==> src/sv/running_median_abs_deviation_top_macros.svh <==
// Assertion macros shared by the running median block.
// Included by rmad_back, which carries the concurrent checks; depends on clk and rst_n.
`ifndef RUNNING_MEDIAN_ABS_DEVIATION_TOP_MACROS_SVH
`define RUNNING_MEDIAN_ABS_DEVIATION_TOP_MACROS_SVH

// property checked on every rising clk edge outside reset
`define RMAD_ASSERT(lbl, prop, msg) \
    lbl: assert property (@(posedge clk) disable iff (!rst_n) (prop)) else $error(msg);

// expression that must never be true
`define RMAD_NEVER(lbl, expr, msg) \
    `RMAD_ASSERT(lbl, !(expr), msg)

`endif

==> src/sv/rmad_pkg.sv <==
// Shared types and constants of the running median block.
// No dependencies; used by rmad_front, rmad_back and the top level.
`timescale 1ns / 1ps
`default_nettype none
package rmad_pkg;

    localparam int CAPACITY    = 1024;
    localparam int VALUE_WIDTH = 32;
    localparam int EFF_W       = (VALUE_WIDTH < 32) ? VALUE_WIDTH : 32;
    localparam int IDX_W       = $clog2(CAPACITY);
    localparam int CNT_W       = $clog2(CAPACITY + 1);
    localparam int QDEPTH      = 2;

    localparam logic REQ_UPDATE = 1'b0;
    localparam logic REQ_QUERY  = 1'b1;

    typedef struct packed {
        logic               req_type;
        logic signed [31:0] value;
        logic signed [31:0] offset;
    } item_t;

endpackage
`default_nettype wire

==> src/sv/rmad_front.sv <==
// Front end: takes command words and holds them in a short queue for the back end.
// Depends on rmad_pkg.
`timescale 1ns / 1ps
`default_nettype none
module rmad_front (
    input  wire logic            clk,
    input  wire logic            rst_n,
    input  wire logic            start,
    input  wire rmad_pkg::item_t in_item,
    output logic                 busy,
    output rmad_pkg::item_t      item,
    output logic                 item_valid,
    input  wire logic            pop
);
    rmad_pkg::item_t q_reg [rmad_pkg::QDEPTH];
    logic            wp_reg, wp_next;
    logic            rp_reg, rp_next;
    logic [1:0]      cnt_reg, cnt_next;
    logic            push, take;

    assign busy       = (cnt_reg == 2'(rmad_pkg::QDEPTH));
    assign item_valid = (cnt_reg != 2'd0);
    assign item       = q_reg[rp_reg];
    assign push       = start && !busy;
    assign take       = pop && item_valid;

    always_comb
    begin
        wp_next  = push ? !wp_reg : wp_reg;
        rp_next  = take ? !rp_reg : rp_reg;
        cnt_next = cnt_reg + 2'(push) - 2'(take);
    end

    always_ff @(posedge clk)
    begin
        if (push)
        begin
            q_reg[wp_reg] <= in_item;
        end
    end

    always_ff @(posedge clk or negedge rst_n)
    begin
        if (!rst_n)
        begin
            wp_reg  <= 1'b0;
            rp_reg  <= 1'b0;
            cnt_reg <= 2'd0;
        end
        else
        begin
            wp_reg  <= wp_next;
            rp_reg  <= rp_next;
            cnt_reg <= cnt_next;
        end
    end
endmodule
`default_nettype wire

==> config.mk <==
export PLATFORM = sky130hd
export DESIGN_NAME = rmad_front
export DESIGN_NICKNAME = d
export VERILOG_FILES = /design/src/sv/running_median_abs_deviation_top_macros.svh /design/src/sv/rmad_pkg.sv /design/src/sv/rmad_front.sv
export SDC_FILE = /design/constraint.sdc
export NUM_CORES = 1
export LEC_CHECK = 0
export ABC_AREA = 0
export BUFFER_PORTS_ARGS = -buffer_cell sky130_fd_sc_hd__clkbuf_2
export CORE_MARGIN = 5
export CORE_UTILIZATION = 52
export CTS_CLUSTER_DIAMETER = 100
export DETAILED_ROUTE_END_ITERATION = 8
export PLACE_DENSITY_LB_ADDON = 0.3
export SYNTH_ARGS = -nofsm -noshare
export SYNTH_HDL_FRONTEND = slang
export SYNTH_SLANG_ARGS = --single-unit
==> constraint.sdc <==
create_clock -name clk -period 4.6 [get_ports clk]
set_clock_uncertainty 0.1 [all_clocks]
set_input_delay 0.23 -clock clk [delete_from_list [all_inputs] [get_ports clk]]
set_output_delay 0.23 -clock clk [all_outputs]
set_load 0.01 [all_outputs]
==> results_dict.tcl, run 1 <==
set metrics [dict create \
    cts_max_path_buffers 2 \
    setup_violations 0 \
    ios 136 \
    min_period_ns 2.637 \
    gp_congestion 0.7199 \
    yosys_warnings 0 \
    path_buf_inv 1 \
    grt_pass1_vias 3002 \
    start_util_pct 52.41 \
    cp_top_family "flip-flops" \
    min_path_cells 2 \
    fin_area_um2 7236 \
    detail_route.wl_per_cell_um 16.42 \
    max_stage_delay_ns 1.13 \
    start_kind "flip-flop" \
    ys_seq_area_share_pct 79.25 \
    cts_tree "done" \
    crit_slowest_cell "dfrtp_4" \
    r2r-end "q_reg[0][46]" \
    fmax_mhz 379.3 \
    yosys-top-cells-area "edfxtp_1 77%, mux2_4 12%, mux2_2 5.6%" \
    period_share_pct 57.32 \
    largest_reg_flops 130 \
    multi_input_area_um2 987.2 \
    drtIter0Drc 110 \
    crit-reg2reg-launch "cnt_reg[1]" \
    place_area_um2 5852 \
    grt-ovfl-total 0 \
    final_common_cell "clkbuf_2" \
    p_int_mw 3.400 \
    rrSetupSlack_ns 2.49 \
    p_sw_mw 1.223 \
    dieWidth_um 108.6 \
    setup_slack_ns 1.963 \
    outcome "finished clean" \
    r2r_cells 4 \
    irDropWorstVdd_mv 0.3931 \
    routed_via_density 4.727 \
    path_clk_slew_ns 0.06 \
    die_h_um 108.6 \
    critPathKind "flip-flop to primary output" \
    drv_slew 0 \
    fin_nets 508 \
    slew_headroom_pct 24.03 \
    grt_start_max_net_pins 67 \
    hold_end "q_reg[0][59]" \
    min-delay-start "in_item[59]" \
    syn_nets 291 \
    drc_errors 0 \
    postCtsSetupRepairBufs 0 \
    antenna_found_initial 0 \
    drt-pass1-iter-count 5 \
    final-hold-violation-count 0 \
    finalWirelength_mm 9.570 \
    fill_cells 588 \
    worst_pin_slew_ns 1.139 \
    crit_path_max_fanout 66 \
    syn_inst 220 \
    syn_avg_cell_area_um2 22.97 \
    hold_class "input port to flip-flop" \
    grt.total_usage_pct 17.26 \
    post-place-ws_ns 2.467 \
    path_cells "mux2_2 > clkbuf_2" \
    numCtsBuffers 17 \
    layout-drive-gt1-share_pct 52.22 \
    synth_seq_cells 134 \
    final_antenna_net_count 0 \
    combPwrFrac_pct 25.4 \
    numPortBuffers 135 \
    synth.top_cell.area_share_pct 77.27 \
    cp_data_required_time_ns 4.27 \
    syn_area_um2 5052 \
    core_um2 9639 \
    dp_hpwl_mm 5.512 \
    swShare_pct 26.46 \
    ys_types 16 \
    finalCoreUtilization_pct 75.06 \
    cts_sinks 134 \
    cp_data_arrival_time_ns 2.31 \
    vias 2756 \
    h-tree-depth 4 \
    grt_pass1_wl_mm 14.89 \
    power_leakage_nw 2.920 \
    end_kind "primary output" \
    synth_top_cell_by_area "edfxtp_1" \
    dieArea_um2 11790 \
    rsz0062_at_grt "no" \
    regArea_um2 4008 \
    final_cell_mix "135 x clkbuf_2, 130 x edfxtp_1, 69 x dlygate4sd3_1, 40 x mux2_4, 25 x mux2_2" \
    layout-area-overhead-vs-synth_pct 43.21 \
    finalSetupTns_ns 0 \
    n_antenna_cell 0 \
    max_cap_violations 0 \
    cts_root_buf "clkbuf_8" \
    powerDensity_nw_per_um2 638.9 \
    p_seq_share_pct 40.9 \
    clkPwrFrac_pct 33.7 \
    num_rows 36 \
    clock_latency_ns 0.52 \
]
-- kinds of logic after synthesis --
group         synth area share, %
fa+ha+maj                  0.4952
xor+xnor                   0.6935
buf+inv                     1.461
simple gates               0.6441
flops                       79.25
mux                         17.46
-- what timing repair did --
item                                   in CTS  in global routing
hold buffers                               69                  0
endpoints found under the hold margin     136                  0
gates resized for setup                     0                  0
-- cell usage after synthesis (all sizes together) --
| cell type | number |
|---|---|
| and2 | 1 |
| and3 | 1 |
| buf | 7 |
| dfrtp | 4 |
| edfxtp | 130 |
| ha | 2 |
| inv | 2 |
| mux2 | 65 |
| nand2 | 1 |
| nand2b | 1 |
| nor2 | 1 |
| or2 | 1 |
| xnor2 | 3 |
| xor2 | 1 |
-- worst max path at each step --
stage,from,to,slack (ns),cells after the start
final,rp_reg,item[0],1.96,2
after global routing,rp_reg,item[2],1.89,2
after CTS,rp_reg,item[62],1.95,2
after detailed placement,cnt_reg[1],q_reg[0][32],2.47,4
after global placement,cnt_reg[1],q_reg[0][34],2.50,4
after floorplan,cnt_reg[1],q_reg[0][0],0.71,3
-- layout make-up --
cell class | count | share of cell area (%)
flip-flops and latches | 134 | 55.39
multi-input cells | 77 | 13.64
clock buffers | 20 | 6.156
well taps | 133 | 2.300
repair buffers | 205 | 18.99
inverters | 2 | 0.1038
clock inverters | 12 | 3.424
-- layer usage --
metal  vias up  GRT usage (%)  wire length, um
met5         -              0                0
met4         0          6.402              107
met3        13          7.104              790
met2       101          29.66             4977
met1      1337          19.22             3694
li1       1305              -                -
-- power groups by stage --
stage               registers (mW)  logic [mW]  clock network (mW)
CTS                           1.90        1.19                1.58
finish                        1.89        1.17                1.56
detailed placement            1.92        1.14                   0
floorplan                     1.77       0.891                   0
global route                  1.93        1.27                1.65
global placement              1.90        1.13                   0
-- through the flow --
stage / power [mW] / hold slack (ns) / instances
after floorplan: 2.657 / -0.1656 / 220
after global placement: 3.030 / -0.05487 / 482
after detailed placement: 3.059 / -0.05686 / 482
after CTS: 4.669 / 0.3151 / 583
after global routing: 4.841 / 0.3199 / 583
final: 4.623 / 0.3414 / 583
(Power assumes the default switching activity.)
==> inputs of run 2 (changes only) <==
Settings changed: CORE_UTILIZATION 52 to 47.
Clock period 4.6 ns to 2.3 ns, I/O delays scaled along.
==> run 2 against run 1 <==
Effect of this change:
- combinational power rose by 130%
- count of clock-buffer cells in the layout rose by 3
- design area fell by 0.54%
- via count up 0.40%
- total power up 91%
- worst hold slack got worse by 0.097 ns
- first-iteration DRC count decreased by 3.6%
- register-to-register slack lost 2.0 ns
==> results_dict.tcl, run 2 (same netlist as run 1, synthesis figures left out) <==
set metrics [dict create \
    drt-pass1-iter-count 4 \
    largest_reg_flops 130 \
    ios 136 \
    placed_cells 490 \
    regArea_um2 4008 \
    power_leakage_nw 2.912 \
    grt.total_usage_pct 15.36 \
    cts_tree "done" \
    num_rows 37 \
    cts_root_buf "clkbuf_8" \
    stdcell_count 591 \
    max_cap_violations 0 \
    cts_sinks 134 \
    grt_start_max_net_pins 39 \
    numCtsBuffers 17 \
    setup_violations 0 \
    min_period_ns 1.945 \
    irDropWorstVdd_mv 0.6920 \
    place_area_um2 5914 \
    numPortBuffers 135 \
    rsz0062_at_grt "no" \
    period_share_pct 84.56 \
    cp_data_required_time_ns 2.09 \
    path_clk_slew_ns 0.06 \
    combPwrFrac_pct 30.4 \
    layout-area-overhead-vs-synth_pct 42.45 \
    grt_pass1_vias 3044 \
    powerDensity_nw_per_um2 1228 \
    cp_data_arrival_time_ns 1.73 \
    h-tree-depth 4 \
    finalSetupTns_ns 0 \
    cts_resized 0 \
    clkPwrFrac_pct 29.9 \
    outcome "finished clean" \
    fmax_mhz 514.1 \
    start_kind "flip-flop" \
    fin_area_um2 7197 \
    swShare_pct 27.23 \
    layout-drive-gt1-share_pct 52.31 \
    finalWirelength_mm 9.628 \
    grt-ovfl-total 0 \
    hold_class "input port to flip-flop" \
    core_um2 10420 \
    end_kind "primary output" \
    fin_nets 513 \
    crit_path_max_fanout 36 \
    drtIter0Drc 106 \
    critPathKind "flip-flop to primary output" \
    final_cell_mix "135 x clkbuf_2, 130 x edfxtp_1, 69 x dlygate4sd3_1, 40 x mux2_4, 25 x mux2_2" \
    slew_headroom_pct 65.27 \
    drc_errors 0 \
    p_sw_mw 2.407 \
    setup_slack_ns 0.3550 \
    start_util_pct 48.50 \
    p_seq_share_pct 39.6 \
    cts_max_path_buffers 2 \
    multi_input_area_um2 983.4 \
    clock_latency_ns 0.50 \
    drv_slew 0 \
    p_int_mw 6.433 \
    worst_pin_slew_ns 0.5209 \
    final_antenna_net_count 0 \
    power_mw 8.839 \
    routed_via_density 4.682 \
    antenna_found_initial 0 \
    fill_cells 696 \
    dieArea_um2 12920 \
    gp_congestion 0.7324 \
    dieWidth_um 113.7 \
    dp_hpwl_mm 5.787 \
    final_common_cell "clkbuf_2" \
    die_h_um 113.7 \
    post-place-ws_ns 0.4906 \
    grt_pass1_wl_mm 14.96 \
    detail_route.wl_per_cell_um 16.29 \
    n_antenna_cell 0 \
    final-hold-violation-count 0 \
    vias 2767 \
]
run 2: power groups by stage:
stage	sequential, mW	clock, mW	combinational (mW)
after floorplan	3.50	0	1.79
after global placement	3.51	0	2.63
after detailed placement	3.55	0	2.64
after CTS	3.50	2.70	2.74
after global routing	3.55	2.82	2.89
final	3.50	2.65	2.69
run 2: layer usage:
metal | vias up | part of all wire [%] | track usage, %
met5 | - | 0 | 0
met4 | 0 | 1.8 | 6.490
met3 | 17 | 7.7 | 4.987
met2 | 108 | 51 | 26.89
met1 | 1330 | 39 | 17.19
li1 | 1312 | - | -
run 2: area by class of cell:
class,instances,share of cell area [%]
inverters,2,0.1043
multi-input cells,77,13.66
clock inverters,9,1.739
flip-flops and latches,134,55.68
well taps,136,2.364
repair buffers,210,19.96
clock buffers,23,6.485
run 2: worst max-delay path, stage by stage (launching register included):
cell	delay [ns]
dfrtp_4	0.44
buf_12	0.26
mux2_2	0.37
clkbuf_2	0.14
run 2: worst paths after layout:
check | depth (start not counted) | start | endpoint | slack, ns
setup / recovery | 3 | rp_reg | item[3] | 0.36
min in group asynchronous | 3 | rst_n | cnt_reg[0] | 0.44
max in group asynchronous | 3 | rst_n | rp_reg | 1.45
hold / removal | 2 | in_item[10] | q_reg[0][10] | 0.24
setup reg to reg | 7 | cnt_reg[1] | cnt_reg[1] | 0.48
hold reg to reg | 1 | cnt_reg[0] | cnt_reg[0] | 0.43
run 2: through the flow:
stage               hold slack (ns)  utilization (%)
detailed placement          -0.1681            56.78
global placement            -0.1730            56.78
CTS                          0.2079            69.09
global route                 0.2191            69.09
floorplan                   -0.2806                -
finish                       0.2440            69.09
run 2: timing repair:
action	CTS	global route
setup buffers	0	0
hold endpoints to repair	136	0
hold buffers	69	0
==> inputs of run 3 (changes only) <==
Settings changed: CORE_UTILIZATION 47 to 52.
Clock period 2.3 ns to 2 ns, I/O delays scaled along.
==> run 3 against run 2 <==
Effect of this change:
- non-clock buffer count increased by 5
- total power grew 15%
- via count rose by 2.4%
- sequential cell count unchanged
- design area increased by 0.89%
- sequential power is 16% higher
- register-to-register slack worse by 0.31 ns
- clock power increased by 7.5%
- combinational power is 22% higher
- wire length increased by 4.5%
- sequential share of layout area shrank 0.49 points
- utilization rose by 6.2 points
- critical endpoint is now item[28]
- largest cell class unchanged
- highest routed layer unchanged
==> results_dict.tcl, run 3 (same netlist as run 1, synthesis figures left out) <==
set metrics [dict create \
    final_cell_mix "135 x clkbuf_2, 130 x edfxtp_1, 69 x dlygate4sd3_1, 45 x mux2_4, 20 x mux2_2" \
    drc_errors 0 \
    end_kind "primary output" \
    clock_latency_ns 0.51 \
    numPortBuffers 135 \
    outcome "finished clean" \
    h-tree-depth 4 \
    wl_met1_mm 3.726 \
    crit_start "rp_reg" \
    hold_class "input port to flip-flop" \
    fin_nets 518 \
    die_h_um 108.6 \
    crit-reg2reg-launch "cnt_reg[1]" \
    path_clk_slew_ns 0.06 \
    final_common_cell "clkbuf_2" \
    dieArea_um2 11790 \
    antenna_found_initial 0 \
    core_um2 9639 \
    critPathKind "flip-flop to primary output" \
    final_antenna_net_count 0 \
    rsz0062_at_grt "no" \
    cts_root_buf "clkbuf_8" \
    dp_hpwl_mm 6.114 \
    grt_pass1_wl_mm 15.50 \
    cp_data_required_time_ns 1.80 \
    final-hold-violation-count 0 \
    routed_via_density 4.779 \
    fill_cells 602 \
    cts_tree "done" \
    grt.total_usage_pct 17.78 \
    power_leakage_nw 2.940 \
    cts_max_path_buffers 2 \
    cp_data_arrival_time_ns 1.72 \
    place_area_um2 5966 \
    layout-area-overhead-vs-synth_pct 43.71 \
    num_rows 36 \
    cts_sinks 134 \
    fin_area_um2 7261 \
    grt_pass1_vias 3152 \
    crit_path_max_fanout 28 \
    drt-pass1-iter-count 4 \
    powerDensity_nw_per_um2 1404 \
    ios 136 \
    numCtsBuffers 17 \
    setup_violations 0 \
    layout-drive-gt1-share_pct 53.04 \
    drtIter0Drc 99 \
    worst_pin_slew_ns 0.3882 \
    gp_congestion 0.6960 \
    n_antenna_cell 0 \
    slew_headroom_pct 74.12 \
    largest_reg_flops 130 \
    irDropWorstVdd_mv 0.8683 \
    detail_route.wl_per_cell_um 16.97 \
    fmax_mhz 519.6 \
    drv_slew 0 \
    min-delay-start "in_item[63]" \
    max_cap_violations 0 \
    min_period_ns 1.925 \
    grt_start_max_net_pins 40 \
    grt-ovfl-total 0 \
    wl_met2_mm 5.406 \
    finalCoreUtilization_pct 75.32 \
    start_kind "flip-flop" \
    dieWidth_um 108.6 \
    vias 2834 \
    finalWirelength_mm 10.07 \
    period_share_pct 96.23 \
    topRoutingLayerUsed "met4" \
    start_util_pct 52.41 \
    dr_wl_met3_um 779 \
]
[run 3: where the power goes]
group | total (mW) | internal (mW) | leakage (nW) | switching, mW
registers | 4.05 | 3.85 | 1.25 | 0.202
clock network | 2.85 | 1.76 | 0.257 | 1.09
logic | 3.29 | 1.71 | 1.43 | 1.59
[run 3: layout make-up]
class | instances | area, um^2 | area share (%)
multi-input combinational | 77 | 1005 | 13.84
clock inverter | 13 | 133.9 | 1.844
tap | 133 | 166.4 | 2.292
clock buffer | 19 | 421.7 | 5.807
sequential | 134 | 4008 | 55.20
inverter | 2 | 7.507 | 0.1034
timing repair buffer | 215 | 1519 | 20.92
[run 3: metal layers]
layer | track usage [%] | vias to the layer above
met1 | 19.51 | 1383
li1 | - | 1324
met5 | 0 | -
met3 | 7.224 | 16
met2 | 30.98 | 111
met4 | 6.492 | 0
[run 3: critical path, cell delays in order (launching register included)]
cell	delay (ns)
dfrtp_4	0.53
buf_16	0.21
mux2_4	0.33
clkbuf_2	0.13
[run 3: worst paths after layout]
check	cells past startpoint	slack [ns]	end
worst max register to register	7	0.17	cnt_reg[1]
min in group asynchronous	3	0.40	cnt_reg[0]
max in group asynchronous	3	1.20	rp_reg
worst min-delay path	2	0.22	q_reg[0][63]
worst min register to register	1	0.43	cnt_reg[0]
worst max-delay path	3	0.08	item[28]
[run 3: metrics by stage]
stage	worst slack [ns]	power [mW]	hold WS [ns]	instances	setup TNS [ns]
floorplan	-0.08300	6.088	-0.2956	220	-5.395
detailed placement	0.1770	7.222	-0.1858	489	0
global placement	0.2593	7.120	-0.1903	489	0
CTS	0.04291	10.24	0.1903	593	0
finish	0.07531	10.20	0.2209	593	0
global route	0.006217	10.70	0.1912	593	0
[run 3: what timing repair did]
| item | CTS | global route |
|---|---|---|
| hold buffers | 69 | 0 |
| endpoints found under the hold margin | 137 | 0 |
| gates cloned | 0 | 0 |
| setup endpoints to repair | 39 | 5 |
| gates resized for setup | 0 | 6 |
| setup buffers | 3 | 0 |
